## src/sv/psd_pkg.sv

```systemverilog
`default_nettype none
// ----------------------------------------------------------------------------
// psd_pkg: shared types and constants for the point to segment distance core
// Holds the nearest-part codes and the fixed width of the distance result.
// ----------------------------------------------------------------------------
package psd_pkg;

    // width of the reported distance, fixed by the result format
    localparam int DIST_W = 33;

    // which part of the segment lies nearest to the point
    typedef enum logic [1:0] {
        PART_START    = 2'd0,
        PART_END      = 2'd1,
        PART_INTERIOR = 2'd2
    } t_part;

endpackage
// ----------------------------------------------------------------------------
`default_nettype wire

```

## src/sv/psd_sqrt.sv

```systemverilog
`default_nettype none
// ----------------------------------------------------------------------------
// psd_sqrt: pipelined integer square root
// One root bit per stage, digit-by-digit restoring method, floored result.
// ----------------------------------------------------------------------------
module psd_sqrt #(
    parameter int RadW = 66
) (
    input  wire logic                   i_clk,
    input  wire logic                   i_rst_n,
    input  wire logic                   i_en,
    input  wire logic                   i_valid,
    input  wire logic [RadW-1:0]        i_rad,
    input  psd_pkg::t_part              i_part,
    output logic                        o_valid,
    output logic [(RadW+1)/2-1:0]       o_root,
    output psd_pkg::t_part              o_part
);
    localparam int SW   = (RadW + 1) / 2;
    localparam int PadW = 2 * SW;
    localparam int RemW = SW + 2;

    logic             r_v    [SW];
    logic [RemW-1:0]  r_rem  [SW];
    logic [PadW-1:0]  r_rad  [SW];
    logic [SW-1:0]    r_root [SW];
    psd_pkg::t_part   r_part [SW];

    for (genvar k = 0; k < SW; k++) begin : g_stage
        logic            c_v;
        logic [RemW-1:0] c_rem;
        logic [PadW-1:0] c_rad;
        logic [SW-1:0]   c_root;
        psd_pkg::t_part  c_part;
        logic [RemW+1:0] c_rem2, c_trial;
        logic            c_ge;

        if (k == 0) begin : g_first
            assign c_v    = i_valid;
            assign c_rem  = '0;
            assign c_rad  = PadW'(i_rad);
            assign c_root = '0;
            assign c_part = i_part;
        end else begin : g_next
            assign c_v    = r_v[k-1];
            assign c_rem  = r_rem[k-1];
            assign c_rad  = r_rad[k-1];
            assign c_root = r_root[k-1];
            assign c_part = r_part[k-1];
        end

        // bring down two radicand bits and test the trial root
        assign c_rem2  = {c_rem, c_rad[PadW-1 -: 2]};
        assign c_trial = (RemW + 2)'({c_root, 2'b01});
        assign c_ge    = c_rem2 >= c_trial;

        always_ff @(posedge i_clk) begin
            if (!i_rst_n) begin
                r_v[k] <= 1'b0;
            end else if (i_en) begin
                r_v[k] <= c_v;
            end
        end

        always_ff @(posedge i_clk) begin
            if (i_en) begin
                r_rem[k]  <= RemW'(c_ge ? c_rem2 - c_trial : c_rem2);
                r_rad[k]  <= c_rad << 2;
                r_root[k] <= SW'({c_root, c_ge});
                r_part[k] <= c_part;
            end
        end
    end

    assign o_valid = r_v[SW-1];
    assign o_root  = r_root[SW-1];
    assign o_part  = r_part[SW-1];

endmodule
// ----------------------------------------------------------------------------
`default_nettype wire

```

## config.mk

```make
export PLATFORM = sky130hd
export DESIGN_NAME = psd_sqrt
export DESIGN_NICKNAME = d
export VERILOG_FILES = /design/src/sv/psd_pkg.sv /design/src/sv/psd_sqrt.sv
export SDC_FILE = /design/constraint.sdc
export NUM_CORES = 2
export LEC_CHECK = 0
export BUFFER_PORTS_ARGS = -buffer_cell sky130_fd_sc_hd__clkbuf_2
export CORE_ASPECT_RATIO = 0.6
export CORE_UTILIZATION = 62
export CTS_BUF_LIST = sky130_fd_sc_hd__clkbuf_8 sky130_fd_sc_hd__clkbuf_16
export CTS_CLUSTER_SIZE = 8
export DETAILED_ROUTE_END_ITERATION = 8
export GPL_TIMING_DRIVEN = 0
export PLACE_DENSITY = 0.76
export SLEW_MARGIN = 10
export SYNTH_ARGS = -nofsm -noshare
export SYNTH_HDL_FRONTEND = slang
export SYNTH_MEMORY_MAX_BITS = 65536
export SYNTH_SLANG_ARGS = --single-unit
export TNS_END_PERCENT = 100
```

## constraint.sdc

```tcl
create_clock -name i_clk -period 7.4 [get_ports i_clk]
set_clock_uncertainty 0.15 [all_clocks]
set_input_delay 1.48 -clock i_clk [delete_from_list [all_inputs] [get_ports i_clk]]
set_output_delay 1.48 -clock i_clk [all_outputs]
set_load 0.005 [all_outputs]
```

* Yosys cells after proc, flatten, opt, wreduce, memory -nomap -nowiden *
Memory sizes are Yosys's and may differ from the RTL's.
Index checks and enable logic that the tools add are counted.

storage, ports and cells
  bits in latches = 0
  output and inout port bits = 36
  memories kept = 5
  word-level logic and storage cells = 175
  input bits = 72
  ROM bits = 0
  RAM bits = 4455
  register bits = 0

memories
  memory  words  width  rd ports  clocked after memory_dff  wr ports  line            source
  r_rad   33     64     32        0                         33        psd_sqrt.sv:25  logic [PadW-1:0] r_rad [SW];
  r_rem   33     35     32        0                         33        psd_sqrt.sv:24  logic [RemW-1:0] r_rem [SW];
  r_root  33     33     33        0                         33        psd_sqrt.sv:26  logic [SW-1:0] r_root [SW];
  r_part  33     2      33        0                         33        psd_sqrt.sv:27  psd_pkg::t_part r_part [SW];
  r_v     33     1      33        0                         33        psd_sqrt.sv:23  logic r_v [SW];

cells by class
  equal/unequal tests = 0
  divide/modulo/power cells = 0
  reductions and logical operators = 0
  add/subtract/negate cells = 33
  multiplexer cells = 71
  bitwise operators = 33
  magnitude comparators = 33
  multiply operators = 0
  shifts and indexed selects = 0

operator list
  cell                   count
  $ge A37 B35 Y1         32
  $mux W35               33
  $sub A35 B35 Y35       32
  $mux W1                38
  $or A1 B1 Y1           33
  $sub A2 B1 Y3 const B  1
  $ge A2 B1 Y1 const B   1

* Depth between registers and ports, before layout *
  depth in word-level cells = 4
  mapped depth = 15

* Worst setup path before layout *
OpenSTA, ideal clock, no wires.

  path kind = register to register
  start point = memory r_rem[0][149] (netlist bit)
  end point = memory r_rem[0][204] (netlist bit) (data pin)
  slack = 3774 ps
  arrival = 3210 ps
  setup time = 266 ps
  cell stages (with the launch flop) = 10
  buffers on the path = 0
  data required time = 6984 ps
  cell sequence = edfxtp_1 > or3_4 > or3_4 > or3_4 > or4_4 > or3_4 > or4b_4 > or2_4 > nor4_4 > xor2_1

RTL lines
  item                line
  start: declaration  psd_sqrt.sv:24

==> metrics.md <==
| Metric | Value |
|---|---|
| Status | complete, no violations |
| Comb power frac | 20.3% |
| Postcts setup bufs | 0 |
| Final hold slack | 229.1 ps |
| Syn_area_per_cell | 12.97 µm² |
| Setup Crit Path Kind | reg -> reg |
| Reg power frac | 46.0% |
| Post-route antenna net violation count | 0 |
| Top-count cell post-synth | edfxtp_1 |
| Die width | 590.9 µm |
| Vias in the first global route | roughly 80,000 |
| Gr ovfl total | 0 |
| CP Launch Point | r_root[23][1] |
| YS warnings | 0 |
| Synth Net Count | 10,610 |
| Clock Path Buffers | 4 |
| Initial core utilization | a little over three fifths |
| Die Y | approximately 360 µm |
| CTS clk-pin slew, worst paths | 50 ps |
| Largest net degree at the start of global routing | 120 |
| Critical Path RT | 7730 ps |
| DRT iter0 DRCs | 8,785 |
| Asr flop ratio synth | 0% |
| Clk_lat worst skew | roughly 870 ps |
| Routed vias | 80,800 |
| Final worst path period share | 71.64% |
| FP Rows | 129 |
| Antenna violations before repair | 3 |
| Area delta synth->final | 11.68% |
| Setup_tns | 0 ps |
| Arrival @ worst endpoint | 5630 ps |
| Sw Ratio | 28.81% |
| Synthesized cell area | 129,000 µm² |
| First-pass GRT wire length | 448.8 mm |
| Clock root buffer | clkbuf_16 |
| CP max-delay cell | buf_1 |
| Yosys top cell by area | edfxtp_1 |
| Sequential area share after synthesis | around 65% |
| Final core utilization | between 60 and 70% |
| Final Cell Area | 144,100 µm² |
| Final WL | approximately 290 mm |
| Final hold violation count | 0 |
| Max incr delay on CP | between 600 and 700 ps |
| Final min period | 5302 ps |
| Number of synthesized register bits | 2,783 |
| Fillcell total | 13,910 |
| Synth area leaders | edfxtp_1, ha_1, xnor2_1, xor2_1, a21oi_1 |
| Int Pwr | 33,000 µW |
| Core Box Area | just over 200,000 µm² |
| R2r endpoint | r_rem[0][852] |
| TritonRoute pass-1 iters | 8 |
| Layout cells sized above 1 | approximately 7% |
| Detail Placement HPWL | 204.0 mm |
| Startpoint types | flop |
| Final Max Tran Viols | 0 |
| H-tree depth | 5 |
| Total CTS buffers | between 300 and 400 |
| Synth Flop Type | edfxtp_1 |
| Worst slew margin | 22.13% |
| Die area | 209,900 µm² |
| Clock share of power | approximately a third |
| Reg area | 83,560 µm² |
| Vias per cell | 6.093 |
| Layout Nets | 11,140 |
| Critical Path Fanout Max | 10 |
| Netlist cell types | 89 |
| # port buffers | 107 |
| Slew @ Worst Pin | 1168 ps |
| Clk sinks | 2,783 |
| Worst R2R Setup Slack | 2100 ps |
| MaxCap Viol Count | 0 |
| CTS tree | done |
| Post-synth top cells | edfxtp_1, inv_1, nand2_1 |
| Reg2reg start | r_root[23][1] |
| Routed len/inst | 22.00 µm |
| Cells along the critical path | inv_1, ha_1, o211ai_1, a21boi_0, o21a_1, nor3_1, o41ai_1, a21o_1, clkbuf_1, buf_1, clkbuf_1, a21oi_1 |
| Area after DPL | 133,700 µm² |
| Worst r2r path cells | 12 |
| Synth top area share | 64.76% |
| Critical Path End | r_rem[0][852] |
| Crit path top cell by count | clkbuf_1 |
| # DRC | 0 |
| Resize count post-CTS | 0 |
| Max Clk Rate | 188.6 MHz |
| Tot GR Track Use | a little over a quarter |
| Synth Instances | approximately 9,900 |
| RD Place Congestion | 0.9323 |
| IO Pins | 108 |
| Pwr Density | 321.8 nW/µm² |
| Hold crit path type | reg -> reg |
| Peak supply drop | 0.2753 mV |
| Worst Setup End Kind | flop |
| Pleak | 0.05526 µW |
| Multi-input gate area | 41,800 µm² |
| Hold_buf cts | 0 |
| RSZ-0062 raised after global routing | false |
| Final number of setup-violating endpoints | 0 |
| EDFF count, synth | 2,782 |
| Overall Power | 46,360 µW |
| Switching power total | 13,360 µW |
## kinds of logic (layout without fill, tap and decap cells)
group	after synthesis	after routing	synth area share, %
flops	2783	2783	64.78
mux	90	90	0.7692
simple gates	2644	2644	10.27
buf+inv	970	1532	2.827
other cells	1	3	0.002907
compound gates	1971	1971	9.528
fa+ha+maj	596	596	5.781
xor+xnor	891	891	6.050
## state kept, by name, indices dropped and copies added, names as in the netlist
register,count
r_root,561
r_rad,1056
r_part,66
r_rem,1067
r_v,33
## layout make-up
class	count	area share, %
clock buffer	395	6.861
sequential	2783	58.00
timing repair buffer	135	0.8816
buffer	206	0.5411
antenna	2	0.003474
multi-input combinational	6193	29.02
tap	2751	2.389
inverter	764	1.991
clock inverter	32	0.3109
## cells in the final DEF, fill, tap and decap left out, types with 240 or more instances in the layout
| cell type | instances |
|---|---|
| clkbuf_16 | 395 |
| nor2_1 | 628 |
| nor3_1 | 240 |
| edfxtp_1 | 2782 |
| ha_1 | 596 |
| nand2_1 | 634 |
| o21ai_0 | 508 |
| xnor2_1 | 481 |
| inv_1 | 774 |
| xor2_1 | 410 |
| a21oi_1 | 595 |
## stage by stage
step / instances / worst slack [ps]
final: 13260 / 2098
after detailed placement: 12830 / 994.8
after global routing: 13260 / 1854
after global placement: 12800 / -42830
after floorplan: 9946 / 3774
after CTS: 13260 / 1882
## metal layers
layer / vias to the layer above / GRT usage [%] / part of all wire, % / wire length [µm]
met2: 3211 / 40.07 / 43 / 124900
met3: 458 / 5.168 / 8.3 / 24340
met1: 39390 / 43.21 / 47 / 137500
met5: - / 0 / 0.0093 / 27
li1: 37740 / - / - / -
met4: 4 / 5.616 / 1.7 / 5059
## critical path: cells and delay by family, from the launching register on
kind | cells | cell delay [ps]
simple gates | 1 | 90
fa+ha+maj | 1 | 420
compound gates | 6 | 1790
flops | 1 | 620
buf+inv | 4 | 1840
## worst min path at each step
stage,slack (ps),end,startpoint,cells past startpoint
6_report,230,r_rad[0][937],r_rad[0][871],0
5_1_grt,250,r_rad[0][937],r_rad[0][871],0
2_1_floorplan,250,r_part[10][0],r_part[9][0],0
3_3_place_gp,250,r_rad[0][462],r_rad[0][396],0
3_5_place_dp,250,r_part[11][0],r_part[10][0],0
4_1_cts,240,r_rad[0][937],r_rad[0][871],0
## power by group through the flow
stage	combinational, µW	sequential (µW)	clock (µW)
2_1_floorplan	6610	20900	0
3_3_place_gp	8940	23100	0
3_5_place_dp	9130	21500	0
4_1_cts	9260	21300	15900
5_1_grt	10300	21500	16600
6_report	9390	21300	15700
Note: power is estimated with default switching activity, not from simulation.
